**src/hw/rtl/tgcd_pkg.sv**
```systemverilog
// Shared types, constants and the arctangent table of the trip distance unit.
package tgcd_pkg;

    localparam int ANGLE_FRAC_BITS_DEF = 20;
    localparam int CORDIC_STAGES_DEF   = 24;

    localparam int LAT_W  = 28;
    localparam int LON_W  = 29;
    localparam int RAD_W  = 21;
    localparam int LEG_W  = 23;
    localparam int TOT_W  = 32;
    localparam int CD_W   = 34;   // CORDIC datapath width
    localparam int MUL_W  = 33;   // signed multiplier operand width
    localparam int CNT_W  = 5;    // iteration counter, up to 32 steps
    localparam int SQRT_STEPS = 31;

    localparam logic [RAD_W-1:0] RADIUS_RESET = 21'd1630976;
    localparam logic [31:0]      DEG_TO_TURN  = 32'd3054198966;
    localparam logic [31:0]      PI_Q30       = 32'd3373259426;
    localparam logic [31:0]      CORDIC_ONE   = 32'd652032874;
    localparam logic [30:0]      Q30_ONE      = 31'd1073741824;

    typedef enum logic [4:0] {
        S_IDLE, S_CV_MUL, S_CV_FIN, S_SC_INIT, S_SC_STEP, S_SC_FIN,
        S_MP_MUL, S_MP_FIN, S_SUM_A, S_SQ_INIT, S_SQ_STEP, S_SQ_FIN,
        S_AT_INIT, S_AT_STEP, S_AT_FIN, S_RC_MUL, S_RC_FIN, S_TOTAL
    } t_state;

    typedef enum logic [4:0] {
        OP_NONE, OP_LOAD, OP_CV_MUL, OP_CV_FIN, OP_SC_INIT, OP_SC_STEP,
        OP_SC_FIN, OP_MP_MUL, OP_MP_FIN, OP_SUM_A, OP_SQ_INIT, OP_SQ_STEP,
        OP_SQ_FIN, OP_AT_INIT, OP_AT_STEP, OP_AT_FIN, OP_RC_MUL, OP_RC_FIN,
        OP_TOTAL
    } t_op;

    typedef struct packed {
        t_op              op;
        logic [1:0]       sel;
        logic [CNT_W-1:0] iter;
    } t_cmd;

    typedef struct packed {
        logic have_prev;
        logic out_free;
    } t_stat;

    // arctan(2^-i) in 2^-32 turns
    function automatic logic [29:0] atan_turns(input logic [4:0] idx);
        logic [29:0] v;
        case (idx)
            5'd0:  v = 30'd536870912;
            5'd1:  v = 30'd316933406;
            5'd2:  v = 30'd167458907;
            5'd3:  v = 30'd85004756;
            5'd4:  v = 30'd42667331;
            5'd5:  v = 30'd21354465;
            5'd6:  v = 30'd10679838;
            5'd7:  v = 30'd5340245;
            5'd8:  v = 30'd2670163;
            5'd9:  v = 30'd1335087;
            5'd10: v = 30'd667544;
            5'd11: v = 30'd333772;
            5'd12: v = 30'd166886;
            5'd13: v = 30'd83443;
            5'd14: v = 30'd41722;
            5'd15: v = 30'd20861;
            5'd16: v = 30'd10430;
            5'd17: v = 30'd5215;
            5'd18: v = 30'd2608;
            5'd19: v = 30'd1304;
            5'd20: v = 30'd652;
            5'd21: v = 30'd326;
            5'd22: v = 30'd163;
            5'd23: v = 30'd81;
            5'd24: v = 30'd41;
            5'd25: v = 30'd20;
            5'd26: v = 30'd10;
            5'd27: v = 30'd5;
            5'd28: v = 30'd3;
            5'd29: v = 30'd1;
            5'd30: v = 30'd1;
            default: v = 30'd0;
        endcase
        return v;
    endfunction

endpackage

```
**src/hw/rtl/tgcd_ctrl.sv**
```systemverilog
// Sequencer of the trip distance unit: steps the datapath through one waypoint.
module tgcd_ctrl #(
    parameter int CORDIC_STAGES = tgcd_pkg::CORDIC_STAGES_DEF
) (
    input  logic           i_clk,
    input  logic           i_rst_n,
    input  logic           i_valid,
    output logic           o_ready,
    input  tgcd_pkg::t_stat i_stat,
    output tgcd_pkg::t_cmd  o_cmd
);
    import tgcd_pkg::*;

    localparam logic [CNT_W-1:0] CORDIC_LAST = CNT_W'(CORDIC_STAGES - 1);
    localparam logic [CNT_W-1:0] SQRT_LAST   = CNT_W'(SQRT_STEPS - 1);

    t_state           r_state, n_state;
    logic [1:0]       r_sel, n_sel;
    logic [CNT_W-1:0] r_cnt, n_cnt;

    // advance state, operand select and iteration count
    always_ff @(posedge i_clk) begin
        if (!i_rst_n) begin
            r_state <= S_IDLE;
            r_sel   <= 2'd0;
            r_cnt   <= '0;
        end else begin
            r_state <= n_state;
            r_sel   <= n_sel;
            r_cnt   <= n_cnt;
        end
    end

    // next state
    always_comb begin
        n_state = r_state;
        n_sel   = r_sel;
        n_cnt   = r_cnt;
        case (r_state)
            S_IDLE: begin
                if (i_valid) begin
                    n_state = S_CV_MUL;
                    n_sel   = 2'd0;
                end
            end
            S_CV_MUL: n_state = S_CV_FIN;
            S_CV_FIN: begin
                if (r_sel == 2'd0) begin
                    n_state = S_CV_MUL;
                    n_sel   = 2'd1;
                end else if (i_stat.have_prev) begin
                    n_state = S_SC_INIT;
                    n_sel   = 2'd0;
                end else begin
                    n_state = S_TOTAL;
                end
            end
            S_SC_INIT: begin
                n_state = S_SC_STEP;
                n_cnt   = '0;
            end
            S_SC_STEP: begin
                if (r_cnt == CORDIC_LAST) begin
                    n_state = S_SC_FIN;
                end else begin
                    n_cnt = r_cnt + 1'b1;
                end
            end
            S_SC_FIN: begin
                if (r_sel == 2'd3) begin
                    n_state = S_MP_MUL;
                    n_sel   = 2'd0;
                end else begin
                    n_state = S_SC_INIT;
                    n_sel   = r_sel + 1'b1;
                end
            end
            S_MP_MUL: n_state = S_MP_FIN;
            S_MP_FIN: begin
                if (r_sel == 2'd3) begin
                    n_state = S_SUM_A;
                end else begin
                    n_state = S_MP_MUL;
                    n_sel   = r_sel + 1'b1;
                end
            end
            S_SUM_A: begin
                n_state = S_SQ_INIT;
                n_sel   = 2'd0;
            end
            S_SQ_INIT: begin
                n_state = S_SQ_STEP;
                n_cnt   = '0;
            end
            S_SQ_STEP: begin
                if (r_cnt == SQRT_LAST) begin
                    n_state = S_SQ_FIN;
                end else begin
                    n_cnt = r_cnt + 1'b1;
                end
            end
            S_SQ_FIN: begin
                if (r_sel == 2'd1) begin
                    n_state = S_AT_INIT;
                end else begin
                    n_state = S_SQ_INIT;
                    n_sel   = 2'd1;
                end
            end
            S_AT_INIT: begin
                n_state = S_AT_STEP;
                n_cnt   = '0;
            end
            S_AT_STEP: begin
                if (r_cnt == CORDIC_LAST) begin
                    n_state = S_AT_FIN;
                end else begin
                    n_cnt = r_cnt + 1'b1;
                end
            end
            S_AT_FIN: begin
                n_state = S_RC_MUL;
                n_sel   = 2'd0;
            end
            S_RC_MUL: n_state = S_RC_FIN;
            S_RC_FIN: begin
                if (r_sel == 2'd1) begin
                    n_state = S_TOTAL;
                end else begin
                    n_state = S_RC_MUL;
                    n_sel   = 2'd1;
                end
            end
            S_TOTAL: begin
                if (i_stat.out_free) begin
                    n_state = S_IDLE;
                end
            end
            default: n_state = S_IDLE;
        endcase
    end

    // commands to the datapath
    always_comb begin
        o_ready    = 1'b0;
        o_cmd.op   = OP_NONE;
        o_cmd.sel  = r_sel;
        o_cmd.iter = r_cnt;
        case (r_state)
            S_IDLE: begin
                o_ready = 1'b1;
                if (i_valid) begin
                    o_cmd.op = OP_LOAD;
                end
            end
            S_CV_MUL:  o_cmd.op = OP_CV_MUL;
            S_CV_FIN:  o_cmd.op = OP_CV_FIN;
            S_SC_INIT: o_cmd.op = OP_SC_INIT;
            S_SC_STEP: o_cmd.op = OP_SC_STEP;
            S_SC_FIN:  o_cmd.op = OP_SC_FIN;
            S_MP_MUL:  o_cmd.op = OP_MP_MUL;
            S_MP_FIN:  o_cmd.op = OP_MP_FIN;
            S_SUM_A:   o_cmd.op = OP_SUM_A;
            S_SQ_INIT: o_cmd.op = OP_SQ_INIT;
            S_SQ_STEP: o_cmd.op = OP_SQ_STEP;
            S_SQ_FIN:  o_cmd.op = OP_SQ_FIN;
            S_AT_INIT: o_cmd.op = OP_AT_INIT;
            S_AT_STEP: o_cmd.op = OP_AT_STEP;
            S_AT_FIN:  o_cmd.op = OP_AT_FIN;
            S_RC_MUL:  o_cmd.op = OP_RC_MUL;
            S_RC_FIN:  o_cmd.op = OP_RC_FIN;
            S_TOTAL: begin
                if (i_stat.out_free) begin
                    o_cmd.op = OP_TOTAL;
                end
            end
            default: o_cmd.op = OP_NONE;
        endcase
    end

endmodule

```
**config.mk**
```make
export PLATFORM = sky130hd
export DESIGN_NAME = tgcd_ctrl
export DESIGN_NICKNAME = d
export VERILOG_FILES = /design/src/hw/rtl/tgcd_pkg.sv /design/src/hw/rtl/tgcd_ctrl.sv
export SDC_FILE = /design/constraint.sdc
export NUM_CORES = 1
export LEC_CHECK = 0
export ABC_AREA = 1
export BUFFER_PORTS_ARGS = -buffer_cell sky130_fd_sc_hd__buf_4
export CORE_MARGIN = 8
export CORE_UTILIZATION = 42
export DETAILED_ROUTE_END_ITERATION = 10
export GPL_ROUTABILITY_DRIVEN = 0
export PLACE_DENSITY_LB_ADDON = 0.3
export REMOVE_ABC_BUFFERS = 1
export SETUP_SLACK_MARGIN = 0.4
export SKIP_CTS_REPAIR_TIMING = 1
export SLEW_MARGIN = 20
export SYNTH_ARGS = -nofsm -noshare
export SYNTH_HDL_FRONTEND = slang
export SYNTH_SLANG_ARGS = --single-unit
```
**constraint.sdc**
```tcl
create_clock -name i_clk -period 3.91 [get_ports i_clk]
set_input_delay 0.782 -clock i_clk [delete_from_list [all_inputs] [get_ports i_clk]]
set_output_delay 0.782 -clock i_clk [all_outputs]
set_load 0.02 [all_outputs]
```
==> flow_summary.yaml <==
placed_design:
  placed_cell_area_um2: 1310
  io_buffers: 17
  pre_cts_ws_ps: 1490
  dp_hpwl_um: 2420
  dp_cells: 251
setup_path:
  cpMaxStageDelayCell: "dfxtp_1"
  crit_chain: "inv_2 -> nand3_1 -> inv_1 -> nand2_1 -> nand2_1 -> nor4_1 -> nand3_1 -> buf_4"
  critPathCaptureType: "output pin"
  criticalPathCategory: "flip-flop to output pin"
  rr_endpoint: "r_cnt[3]"
  reg2reg_depth: 8
  worstPathMaxFanout: 14
  start_kind: "flip-flop"
  critPathBufInv: 3
  r2r_start: "r_state[0]"
  cp-startpoint: "r_state[4]"
  max_stage_delay_ps: 470
  r2r_setup_slack_ps: 2140
  worstPathArrival_ps: 1990
  crit_required_ps: 3130
  crit_family: "simple AND/OR/NAND/NOR gates"
sta:
  final-setup-viol-count: 0
  clock.fmax_mhz: 360
  finalCritPeriodShare: 0.710
  setup_ws_ps: 1130
  slew_viol_final: 0
  final_hold_viol_count: 0
  final.setup.tns_ps: 0
  fin_skew_ps: 5.25
  period_minus_slack_ps: 2780
  worstMarginPinSlew_ps: 322
  maxSlewHeadroom: 0.784
  rsz0062_at_grt: "no"
  hold_ws_ps: 528
worst_hold_path:
  min_delay_path_depth: 2
  hold_class: "flip-flop to flip-flop"
  worstHoldStart: "r_cnt[4]"
  min_to: "r_cnt[4]"
synthesis:
  synth_top_family_by_area: "simple AND/OR/NAND/NOR gates"
  ys_dominant_reg_cell: "dfxtp_1"
  ys_warn_count: 0
  synth_fa_ha_area_frac: 0.0543
  muxShareOfSynthArea: 0
  synthSimpleGateAreaFrac: 0.512
  ys_ff_latch: 12
  ys_types: 26
  async_flop_share: 0
  synth_compound_area_frac: 0.101
  synth_edf_count: 0
  syn_inst: 205
  ys_seq_area_frac: 0.209
  synth.avg_cell_area_um2: 5.62
  synth_xor_area_frac: 0.0152
  syn_area_um2: 1150
floorplanning:
  fp.dieH_um: 68.4
  initial_utilization: 0.429
  die-area_um2: 4670
  ioPinCount: 18
  fp-row-count: 19
  coreArea_um2: 2690
  die_w_um: 68.4
clock_tree:
  h-tree-depth: 1
  clock-sinks: 12
  clk_pin_slew_ps: 90
  cts_tree: "yes"
  cts-root-buf: "clkbuf_4"
  cts_buffer_depth: 2
  clk_latency_ps: 280
  cts_buffers: 3
grt:
  grt_util_met1: 0.184
  grt.busiest_layer: "met2"
  use_met2: 0.233
  overflow: 0
  gr-usage-met3: 0.0458
  grt_pass1_wl_um: 5320
  grt_max_degree: 15
  groute.usage.overall: 0.145
  first_global_vias: 1225
  antenna_found_initial: 0
route:
  drc: 0
  drt_iter0_drc: 71
  drtPass1Iterations: 6
  drt-total-wl_um: 3140
  route.vias.total: 1347
  ant_nets: 0
  viasPerCell: 5.28
  routedWlPerCell_um: 12.3
final_layout:
  seqCellArea_um2: 240
  layout.nets: 235
  area_delta_synth_final_pct: 16.5
  diodes: 0
  final_cells: 255
  multi_input_area_um2: 786
  drive_gt1_frac: 0.147
  layout_commonest_cell: "nand2_1"
  utilization: 0.499
  fin_area_um2: 1340
  fillers: 299
  final_cell_mix: "50 x nand2_1, 36 x nor2_1, 27 x inv_1"
outcome:
  status: "complete, no violations"
power:
  p_per_area_nw_per_um2: 520
  ir_drop_mv: 0.430
  p_total_mw: 0.698
  leakage_nw: 0.707
flow_run:
  cap_violations: 0
[cells in the mapped netlist (2+ instances only)]
library cell | number | area, um2
nand4_1 | 3 | 18.8
dfxtp_1 | 12 | 240
nor4_1 | 2 | 12.5
nor3_1 | 6 | 30.0
nand3_2 | 3 | 30.0
inv_1 | 27 | 101
o21ai_0 | 4 | 20.0
nor2_2 | 5 | 31.3
a21oi_1 | 11 | 55.1
nand2_1 | 50 | 188
inv_2 | 2 | 7.51
ha_1 | 5 | 62.6
nand3_1 | 25 | 125
xor2_1 | 2 | 17.5
a31oi_1 | 2 | 12.5
nor2_1 | 36 | 135
[worst reg2reg max path, cell delays in order (launching register included)]
cell and delay [ps]:
dfxtp_1 490, inv_2 110, nor2_2 250, nand3_1 210, o21ai_2 120, nand2_1 220
nand2_1 150, nand2_1 60, a21oi_1 110
[worst max path at each step]
stage,to,depth (start not counted)
3_5_place_dp,o_cmd[8],8
2_1_floorplan,o_cmd[8],7
5_1_grt,o_cmd[8],8
3_3_place_gp,o_cmd[8],8
4_1_cts,o_cmd[8],8
6_report,o_cmd[8],8
[cell families (layout without fill, tap and decap cells)]
| group | Yosys count | in the layout |
|---|---|---|
| compound gates | 21 | 21 |
| xor+xnor | 2 | 2 |
| fa+ha+maj | 5 | 5 |
| buf+inv | 32 | 51 |
| flops | 12 | 12 |
| simple gates | 133 | 133 |
[layer usage]
layer  wire, um  share of wire
met5          0              0
met4         17         0.0054
met3        303          0.096
met2       1420           0.45
met1       1400           0.45
[flip-flops by register name, summed over array words and instances, names as in the netlist]
| name | count |
|---|---|
| r_sel | 2 |
| r_cnt | 5 |
| r_state | 5 |
[where the power goes]
part           internal [mW]  switching (mW)  total (mW)
Sequential             0.146          0.0395       0.186
Clock                 0.0567          0.0470       0.104
Combinational          0.149           0.259       0.408
Total                  0.352           0.346       0.698
[cell type report]
| type | instances | area share |
|---|---|---|
| Tap cell | 31 | 0.0289 |
| Sequential cell | 12 | 0.179 |
| Inverter | 30 | 0.0840 |
| Clock buffer | 4 | 0.0271 |
| Timing Repair Buffer | 17 | 0.0951 |
| Multi-Input combinational cell | 161 | 0.586 |
Note: power is estimated with default switching activity, not from simulation.
